===== src/design/slfu_ram.sv =====
// slfu_ram: generic single-port-write, one-read synchronous ram, registered read
// no dependencies
module slfu_ram #(
  parameter int WIDTH = 8,
  parameter int DEPTH = 16
) (
  input  logic                     clk,
  input  logic                     we,
  input  logic [$clog2(DEPTH)-1:0] waddr,
  input  logic [WIDTH-1:0]         wdata,
  input  logic [$clog2(DEPTH)-1:0] raddr,
  output logic [WIDTH-1:0]         rdata
);

  logic [WIDTH-1:0] mem [DEPTH];

  always_ff @(posedge clk) begin
    if (we) mem[waddr] <= wdata;
    rdata <= mem[raddr];
  end

endmodule


===== config.mk =====
export PLATFORM = sky130hd
export DESIGN_NAME = slfu_ram
export DESIGN_NICKNAME = d
export VERILOG_FILES = /design/src/design/slfu_ram.sv
export SDC_FILE = /design/constraint.sdc
export NUM_CORES = 1
export LEC_CHECK = 0
export ABC_AREA = 1
export BUFFER_PORTS_ARGS = -buffer_cell sky130_fd_sc_hd__buf_4
export CORE_MARGIN = 2
export CORE_UTILIZATION = 65
export DETAILED_ROUTE_END_ITERATION = 10
export PLACE_DENSITY = 0.84
export SYNTH_ARGS = -nofsm -noshare
export SYNTH_HDL_FRONTEND = slang
export SYNTH_SLANG_ARGS = --single-unit

===== constraint.sdc =====
create_clock -name clk -period 2 [get_ports clk]
set_input_delay 0.3 -clock clk [delete_from_list [all_inputs] [get_ports clk]]
set_output_delay 0.3 -clock clk [all_outputs]
set_load 0.01 [all_outputs]

==> reports/results.txt, run 1 <==
Worst Skew: 0.01366 ns
Final setup violation count: 0
DP HPWL: 7.627 mm
DRC: 0
most frequent cell after synthesis: nand2_1
Wirelength per Cell: 19.22 um
largest net degree at the start of global routing: 47
Port Buffers: 25
I/O pin total: 26
Yosys top cell by area: edfxtp_1
Mapped Avg Cell Area: 10.47 um2
asr flop ratio synth: 0
total gr overflow: 0
crit-path max cell delay: 0.35 ns
Crit Path Class: register to output port
1st-iter DRT viols: 440
crit path launch type: register
synth cell count leaders: nand2_1, edfxtp_1, inv_1, nand3_1, nor2_1
endpoint type of the worst setup path: output port
Max Fclk: 775.9 MHz
delay-heaviest family, CP: flip-flops
RSZ-0062 raised after global routing: no
nets@finish: 607
H-tree levels: 4
actual slew at the worst max-slew pin: 0.6974 ns
fin crit period: 1.289 ns
Cells after Synth: 551
Final Max Slew Viols: 0
sequential area share after synthesis: 0.6943
top cells by area, synth: edfxtp_1, nand2_1, nand3_1
Finished Layout Cells: 710
DR pass1 iterations: 5
via density per instance: 5.735
Yosys cell types: 12
post-CTS sizing: 0
maxcap violations: 0
crit path buf inv count: 1
vias in the first global route: 4006
area delta synth->final: 16.49%
Hold WC Path Type: input port to register
Leakage: 2.948 nW
most common flop cell mapped by yosys: edfxtp_1
GRT Total Usage: 0.2981
Die Y: 98.19 um
crit share post-route: 0.6445
Post-synth EDFFs: 128
Power Dens Cells: 1034 mW/mm2
CTS Buf Count: 17
routability cong.: 0.8541
number of antenna violations at the first check in global routing: 0
Yosys reg bits: 136
# hold bufs at CTS: 0
Slew headroom: 0.5334
Filler Cell Count: 488
CP arrival: 0.99 ns
clk_lat worst skew: 0.52 ns
Placed Cells: 678
vias: 4072
TritonCTS clock tree: built
critical path peak fanout: 1
Synth Warn #: 0
Post-Syn Nets: 569
final WL: 13.65 mm
Sink Count: 136
Core Area: 0.008678 mm2
clock-pin slew of the registers on the worst-case setup and hold paths: 0.06 ns
row count: 34
DRT antenna net count: 0
layout cell share with drive strength beyond 1: 0.1246
first-pass GRT wire length: 21.16 mm
multi-input logic area: 0.001214 mm2
CP required: 1.70 ns
die width: 98.19 um
Starting Density: 0.6645
clk root buf: clkbuf_8
crit path cell chain: buf_4
Max Root-Sink Buffers: 2
Mapped Area: 0.005767 mm2
status: complete, no violations
top cell type's share of synthesized area: 0.6665
CP max-delay cell: dfxtp_1
n_diodes: 0
TNS Setup: 0 ns
Die ar.: 0.009641 mm2
setup bufs post-CTS: 0
register area: 0.004004 mm2
final hold violations: 0
Max IR drop VDD: 0.6637 mV
[final timing paths]
kind | from | slack, ns | to | cells after the start
worst max register to register | mem[3][6]$_DFFE_PP_ | 0.89 | rdata[6]$_DFF_P_ | 6
worst min register to register | mem[12][0]$_DFFE_PP_ | 0.68 | rdata[0]$_DFF_P_ | 6
worst min-delay path | raddr[3] | 0.10 | rdata[0]$_DFF_P_ | 3
worst max-delay path | rdata[1]$_DFF_P_ | 0.71 | rdata[1] | 1
[layout make-up]
cell class,count,area share
sequential,136,0.5960
multi-input combinational,289,0.1807
clock buffer,20,0.06482
inverter,102,0.05699
timing repair buffer,43,0.05178
clock inverter,12,0.02961
tap,108,0.02012
[cells by family after synthesis]
kind of cell	synth area share
simple gates	0.2105
buf+inv	0.09525
flops	0.6943
[sequential cells by signal, indices dropped and copies added, names as in the netlist]
name	count
mem	128
rdata	8
[placed cells by master, fill, tap and decap left out]
| master | count |
|---|---|
| buf_12 | 2 |
| buf_4 | 41 |
| bufinv_16 | 5 |
| clkbuf_1 | 2 |
| clkbuf_16 | 16 |
| clkbuf_8 | 2 |
| clkinv_2 | 3 |
| clkinv_4 | 2 |
| clkinvlp_4 | 1 |
| dfxtp_1 | 8 |
| edfxtp_1 | 128 |
| inv_1 | 100 |
| inv_2 | 2 |
| inv_6 | 1 |
| nand2_1 | 173 |
| nand3_1 | 97 |
| nand3b_1 | 2 |
| nor2_1 | 17 |
[power by group]
part | switching, W | leakage (nW) | internal (W) | total [W]
registers | 0.0000201 | 1.22 | 0.00319 | 0.00321
logic | 0.000289 | 1.42 | 0.000136 | 0.000424
clock network | 0.00113 | 0.309 | 0.00218 | 0.00332
total | 0.00144 | 2.95 | 0.00551 | 0.00695
[metal layers]
layer / track usage / up-vias / share of wire
li1: - / 1856 / -
met1: 0.3896 / 1936 / 0.38
met2: 0.4858 / 252 / 0.52
met3: 0.07874 / 28 / 0.081
met4: 0.1159 / 0 / 0.022
met5: 0 / - / 0
[stage by stage]
stage | hold slack, ns | area [um2] | setup slack, ns | util | total power, W
detailed placement | 0.6272 | 6083 | 0.4319 | 0.7010 | 0.003668
finish | 0.1046 | 6718 | 0.7111 | 0.7741 | 0.006947
CTS | 0.08213 | 6718 | 0.6983 | 0.7741 | 0.006959
floorplan | 0.3989 | 5767 | 0.7492 | - | 0.003495
global placement | 0.6212 | 6083 | 0.5061 | 0.7010 | 0.003652
global route | 0.1126 | 6718 | 0.6920 | 0.7741 | 0.007122
[worst register-to-register path, delay by kind of cell (launching register included)]
family / cells / cell delay, ns
flip-flops: 1 / 0.37
AND/OR/NAND/NOR: 6 / 0.62
Power figures use the tool's default switching activity.
==> inputs of run 2 (changes only) <==
--- a/config.mk
+++ b/config.mk
@@ -8,9 +8,9 @@
 export ABC_AREA = 1
 export BUFFER_PORTS_ARGS = -buffer_cell sky130_fd_sc_hd__buf_4
 export CORE_MARGIN = 2
-export CORE_UTILIZATION = 65
+export CORE_UTILIZATION = 55
 export DETAILED_ROUTE_END_ITERATION = 10
-export PLACE_DENSITY = 0.84
+export PLACE_DENSITY = 0.75
 export SYNTH_ARGS = -nofsm -noshare
 export SYNTH_HDL_FRONTEND = slang
 export SYNTH_SLANG_ARGS = --single-unit
==> constraint.sdc (replaced) <==
create_clock -name clk -period 1 [get_ports clk]
set_input_delay 0.15 -clock clk [delete_from_list [all_inputs] [get_ports clk]]
set_output_delay 0.15 -clock clk [all_outputs]
set_load 0.01 [all_outputs]
==> run 2 against run 1 <==
The run now ends with setup timing left. Die area rose by 17%. Combinational power rose by 140%. Critical endpoint is now rdata[2]. Final cell count rose by 6.8%. Final area increased by 7.8%. Critical path type unchanged. Largest power group is now registers. Power increased by 97%. Count of clock-buffer cells in the layout shrank 3.
==> reports/results.txt, run 2 (synthesis results as in run 1) <==
register area: 0.004013 mm2 (was 0.004004 mm2)
worst hold margin: 0.08691 ns (was 0.1046 ns)
number of antenna violations at the first check in global routing: 0 (unchanged)
critical path peak fanout: 1 (unchanged)
actual slew at the worst max-slew pin: 0.3657 ns (was 0.6974 ns)
Top reg by flops: mem (unchanged)
multi-input logic area: 0.001389 mm2 (was 0.001214 mm2)
total gr overflow: 0 (unchanged)
crit share post-route: 1.109
DRC: 0 (unchanged)
final WL: 13.04 mm (was 13.65 mm)
row count: 37 (was 34)
clk_lat worst skew: 0.52 ns (about the same)
setup ws final: -0.1094 ns (was 0.7111 ns)
vias: 3957 (was 4072)
clk root buf: clkbuf_8 (unchanged)
DR WL met2: 6.542 mm (was 7.072 mm)
crit-path max cell delay: 0.33 ns (was 0.35 ns)
RSZ-0062 raised after global routing: yes (was no)
routability cong.: 0.8365 (was 0.8541)
most common cell after layout, fill and taps aside: nand2_1 (unchanged)
vias in the first global route: 3915 (was 4006)
net switching fraction of the power: 0.2115 (was 0.2074)
delay-heaviest family, CP: flip-flops (unchanged)
fin crit period: 1.109 ns
DR WL met3: 963 um (was 1.107 mm)
die width: 106.4 um (was 98.19 um)
GRT Total Usage: 0.2493 (was 0.2981)
pre-CTS worst setup slack: -0.1806 ns (was 0.4319 ns)
Max IR drop VDD: 1.147 mV (was 0.6637 mV)
clock-pin slew of the registers on the worst-case setup and hold paths: 0.06 ns (about the same)
Final Max Slew Viols: 0 (unchanged)
1st-iter DRT viols: 322 (was 440)
Met1 Wirelength: 5.218 mm (was 5.171 mm)
Core Area: 0.01023 mm2 (was 0.008678 mm2)
Wirelength per Cell: 17.20 um (was 19.22 um)
TNS Setup: -0.7878 ns (was 0 ns)
Int Power: 0.01077 W (was 0.005506 W)
DR pass1 iterations: 5 (unchanged)
H-tree levels: 4 (unchanged)
Worst Skew: 0.01390 ns (was 0.01366 ns)
first-pass GRT wire length: 20.48 mm (was 21.16 mm)
Filler Cell Count: 699 (was 488)
crit path buf inv count: 1 (unchanged)
crit path cell chain: buf_6 (was buf_4)
Comb pwr share: 0.074 (was 0.061)
max reg flops: 128 (unchanged)
Max Fclk: 901.4 MHz
Slew headroom: 0.7560 (was 0.5334)
failing checks: setup timing
largest net degree at the start of global routing: 54 (was 47)
CP required: 0.85 ns (was 1.70 ns)
endpoint type of the worst setup path: output port (unchanged)
maxcap violations: 0 (unchanged)
Final setup violation count: 8 (was 0)
placed inst area: 0.006354 mm2 (was 0.006083 mm2)
CP arrival: 0.96 ns (was 0.99 ns)
Largest regs: mem x128, rdata x8 (unchanged)
Die Y: 106.4 um (was 98.19 um)
nets@finish: 627 (was 607)
n_diodes: 0 (unchanged)
Leakage: 3.121 nW (was 2.948 nW)
Switch Pwr: 0.002890 W (was 0.001441 W)
I/O pin total: 26 (unchanged)
CP max-delay cell: dfxtp_2 (was dfxtp_1)
Final Util: 0.7077 (was 0.7741)
crit path launch type: register (unchanged)
layout cell share with drive strength beyond 1: 0.2138 (was 0.1246)
Clock power frac: 0.456 (was 0.477)
TritonCTS clock tree: built (unchanged)
CTS Buf Count: 17 (unchanged)
area delta synth->final: 25.56% (was 16.49%)
Hold WC Path Type: input port to register (unchanged)
max layer used: met4 (unchanged)
final hold violations: 0 (unchanged)
design area: 0.007241 mm2 (was 0.006718 mm2)
setup bufs post-CTS: 0 (unchanged)
power share of the sequential group: 0.470 (was 0.462)
DRT antenna net count: 0 (unchanged)
DP HPWL: 8.147 mm (was 7.627 mm)
Sink Count: 136 (unchanged)
Port Buffers: 25 (unchanged)
Crit Path Class: register to output port (unchanged)
Power Dens Cells: 1887 mW/mm2 (was 1034 mW/mm2)
Max Root-Sink Buffers: 2 (unchanged)
commonest non-fill, non-tap cells in the layout: nand2_1, edfxtp_1, inv_1 (unchanged)
Die ar.: 0.01132 mm2 (was 0.009641 mm2)
Starting Density: 0.5637 (was 0.6645)
via density per instance: 5.220 (was 5.735)
status: finished with violations (was complete, no violations)
[run 2: cell count changes in the layout (fill, tap and decap cells not counted), moves of 3 or more]
cell,change
buf_12,+11
buf_4,-8
buf_6,+8
clkinv_1,+4
clkinvlp_4,+3
dfxtp_1,-7
dfxtp_2,+7
dlygate4sd3_1,+9
nand2_1,-6
nand2_2,+6
nand3_1,-29
nand3_2,+29
nor2_1,-6
nor2_2,+6
[run 2: repair_timing]
item	4_1_cts	5_1_grt
resized for setup	15	36
hold buffers	9	0
endpoints found under the hold margin	136	0
gates cloned	0	0
endpoints found under the setup margin	9	16
pin swaps	1	18
[run 2: layout make-up]
class | count | share of cell area
clock buffer | 17 | 0.05720
clock inverter | 15 | 0.02540
inverter | 102 | 0.05288
multi-input combinational | 289 | 0.1918
sequential | 136 | 0.5542
tap | 136 | 0.02350
timing repair buffer | 63 | 0.09504
[run 2: power by group through the flow]
stage | clock [W] | combinational, W | sequential, W
floorplan | 0 | 0.000454 | 0.00654
global placement | 0 | 0.000871 | 0.00653
detailed placement | 0 | 0.000887 | 0.00653
CTS | 0.00632 | 0.000945 | 0.00643
global route | 0.00656 | 0.00109 | 0.00644
finish | 0.00623 | 0.00100 | 0.00643
[run 2: stage by stage]
stage	total power [W]	std cells
2_1_floorplan	0.006994	551
3_3_place_gp	0.007400	717
3_5_place_dp	0.007419	717
4_1_cts	0.01369	758
5_1_grt	0.01409	758
6_report	0.01366	758
[run 2: per-layer routing]
metal  global-route usage  up-vias
met5                    0        -
met3              0.06683       22
met2               0.3979      181
met1               0.3180     1865
met4               0.1194        0
li1                     -     1889
[run 2: final timing paths]
kind	from	end	slack, ns	cells past startpoint
min reg2reg	mem[14][4]$_DFFE_PP_	rdata[4]$_DFF_P_	0.67	6
max	rdata[2]$_DFF_P_	rdata[2]	-0.11	1
max reg2reg	mem[12][1]$_DFFE_PP_	rdata[1]$_DFF_P_	0.04	6
min	raddr[2]	rdata[0]$_DFF_P_	0.09	5
==> inputs of run 3 (changes only) <==
--- a/config.mk
+++ b/config.mk
@@ -8,9 +8,10 @@
 export ABC_AREA = 1
 export BUFFER_PORTS_ARGS = -buffer_cell sky130_fd_sc_hd__buf_4
 export CORE_MARGIN = 2
-export CORE_UTILIZATION = 55
+export CORE_UTILIZATION = 65
 export DETAILED_ROUTE_END_ITERATION = 10
-export PLACE_DENSITY = 0.75
+export PLACE_DENSITY = 0.84
+export RECOVER_POWER = 25
 export SYNTH_ARGS = -nofsm -noshare
 export SYNTH_HDL_FRONTEND = slang
 export SYNTH_SLANG_ARGS = --single-unit
==> constraint.sdc (replaced) <==
create_clock -name clk -period 1.3 [get_ports clk]
set_input_delay 0.195 -clock clk [delete_from_list [all_inputs] [get_ports clk]]
set_output_delay 0.195 -clock clk [all_outputs]
set_load 0.01 [all_outputs]
==> run 3 against run 2 <==
Final cell count fell by 5.1%. The flow now finishes without violations. Power fell by 24%. Highest routed layer unchanged. Sequential power fell by 23%. Largest power group unchanged.
==> reports/results.txt, run 3 (synthesis results as in run 1) <==
status: complete, no violations (was finished with violations)
Starting Density: 0.6645 (was 0.5637)
post-CTS sizing: 0 (was 15)
RSZ-0062 raised after global routing: no (was yes)
TNS Setup: 0 ns (was -0.7878 ns)
Hold WC Path Type: input port to register (unchanged)
setup ws final: 0.07026 ns (was -0.1094 ns)
endpoint type of the worst setup path: output port (unchanged)
Power Dens Cells: 1543 mW/mm2 (was 1887 mW/mm2)
crit path launch type: register (unchanged)
GR peak layer: met2 (unchanged)
CP arrival: 1.03 ns (was 0.96 ns)
worst reg2reg endpoint: rdata[0]$_DFF_P_ (was rdata[1]$_DFF_P_)
Worst Skew: 0.004557 ns (was 0.01390 ns)
DRC: 0 (unchanged)
CP required: 1.11 ns (was 0.85 ns)
crit-path max cell delay: 0.37 ns (was 0.33 ns)
vias: 4227 (was 3957)
I/O pin total: 26 (unchanged)
GR Util met3: 0.08661 (was 0.06683)
first-pass GRT wire length: 22.35 mm (was 20.48 mm)
final hold violations: 0 (unchanged)
n_diodes: 0 (unchanged)
R2R depth: 6 (unchanged)
CP max-delay cell: dfxtp_1 (was dfxtp_2)
Max Fclk: 813.2 MHz
final WL: 14.27 mm (was 13.04 mm)
max reg flops: 128 (unchanged)
1st-iter DRT viols: 671 (was 322)
Top reg by flops: mem (unchanged)
crit path buf inv count: 1 (unchanged)
TritonCTS clock tree: built (unchanged)
DRT antenna net count: 0 (unchanged)
pre-CTS worst setup slack: 0.01859 ns (was -0.1806 ns)
vias in the first global route: 4136 (was 3915)
crit share post-route: 0.9460
actual slew at the worst max-slew pin: 0.9109 ns (was 0.3657 ns)
layout cell share with drive strength beyond 1: 0.1277 (was 0.2138)
crit path to: rdata[6] (was rdata[2])
Sink Count: 136 (unchanged)
DP HPWL: 7.571 mm (was 8.147 mm)
H-tree levels: 4 (unchanged)
Die ar.: 0.009641 mm2 (was 0.01132 mm2)
fin crit period: 1.230 ns
row count: 34 (was 37)
Max IR drop VDD: 1.688 mV (was 1.147 mV)
largest net degree at the start of global routing: 38 (was 54)
cell depth of the worst setup path: 1 (unchanged)
global routing usage on met2: 0.4879 (was 0.3979)
clk_lat worst skew: 0.52 ns (about the same)
Slew headroom: 0.3927 (was 0.7560)
CTS Buf Count: 17 (unchanged)
delay-heaviest family, CP: flip-flops (unchanged)
crit path cell chain: buf_4 (was buf_6)
Wirelength per Cell: 19.85 um (was 17.20 um)
Crit Path Class: register to output port (unchanged)
maxcap violations: 0 (unchanged)
M1 GR Usage: 0.4168 (was 0.3180)
commonest non-fill, non-tap cells in the layout: nand2_1, edfxtp_1, inv_1 (unchanged)
GRT Total Usage: 0.3124 (was 0.2493)
die width: 98.19 um (was 106.4 um)
critical path peak fanout: 1 (unchanged)
via density per instance: 5.879 (was 5.220)
Final setup violation count: 0 (was 8)
total gr overflow: 0 (unchanged)
Leakage: 2.960 nW (was 3.121 nW)
Worst Setup SP: rdata[6]$_DFF_P_ (was rdata[2]$_DFF_P_)
Final Max Slew Viols: 0 (unchanged)
DR pass1 iterations: 6 (was 5)
Core Area: 0.008678 mm2 (was 0.01023 mm2)
Die Y: 98.19 um (was 106.4 um)
most common cell after layout, fill and taps aside: nand2_1 (unchanged)
area delta synth->final: 17.49% (was 25.56%)
Worst R2R Setup Slack: 0.18 ns (was 0.04 ns)
nets@finish: 616 (was 627)
reg2reg start: mem[6][0]$_DFFE_PP_ (was mem[12][1]$_DFFE_PP_)
Port Buffers: 25 (unchanged)
Max Root-Sink Buffers: 2 (unchanged)
number of antenna violations at the first check in global routing: 0 (unchanged)
routability cong.: 0.8595 (was 0.8365)
clk root buf: clkbuf_8 (unchanged)
Largest regs: mem x128, rdata x8 (unchanged)
clock-pin slew of the registers on the worst-case setup and hold paths: 0.06 ns (about the same)
## run 3: cell count changes in the layout (fill, tap and decap cells not counted), sizes merged
cell         delta
dlygate4sd3     -7
buf             -9
inv             +3
clkbuf          +7
clkinv          -4
bufinv          -1
## run 3: timing repair
item                                    4_1_cts  5_1_grt
endpoints found under the setup margin        0        0
hold buffers                                  2        0
hold endpoints to repair                      6        0
buffers inserted                              0        0
## run 3: area by class of cell
cell class	instances	area (um2)
flip-flops and latches	136	4004
fillers	474	1903
clock inverters	13	168.9
multi-input cells	289	1214
inverters	102	382.9
clock buffers	19	431.7
well taps	108	135.1
repair buffers	52	439.2
## run 3: layer usage
layer | vias to the layer above | share of wire
met5 | - | 0
met4 | 0 | 0.044
met3 | 76 | 0.12
met2 | 334 | 0.48
met1 | 1947 | 0.35
li1 | 1870 | -
## run 3: worst min path at each step
stage	to	slack (ns)	from	cells after the start
finish	mem[8][3]$_DFFE_PP_	0.06	wdata[3]	1
global route	mem[10][7]$_DFFE_PP_	0.05	wdata[7]	1
CTS	mem[8][2]$_DFFE_PP_	0.007	wdata[2]	1
detailed placement	rdata[3]$_DFF_P_	0.51	raddr[3]	3
global placement	rdata[6]$_DFF_P_	0.51	raddr[3]	3
floorplan	mem[0][0]$_DFFE_PP_	0.29	wdata[0]	0
## run 3: through the flow
stage                     hold WS, ns    util  instance area, um2  instances  power, W
after floorplan                0.2939       -                5767        551  0.005377
after global placement         0.5119  0.7114                6173        685  0.005647
after detailed placement       0.5110  0.7114                6173        685  0.005673
after CTS                    0.006726  0.7829                6794        719   0.01045
after global routing          0.04634  0.7807                6775        719   0.01070
final                         0.05578  0.7807                6775        719   0.01045
## run 3: where the power goes
group | internal, W | switching (W) | total [W] | leakage, nW
Sequential | 0.00490 | 0.0000351 | 0.00494 | 1.22
Clock | 0.00299 | 0.00183 | 0.00482 | 0.281
Combinational | 0.000227 | 0.000471 | 0.000698 | 1.46
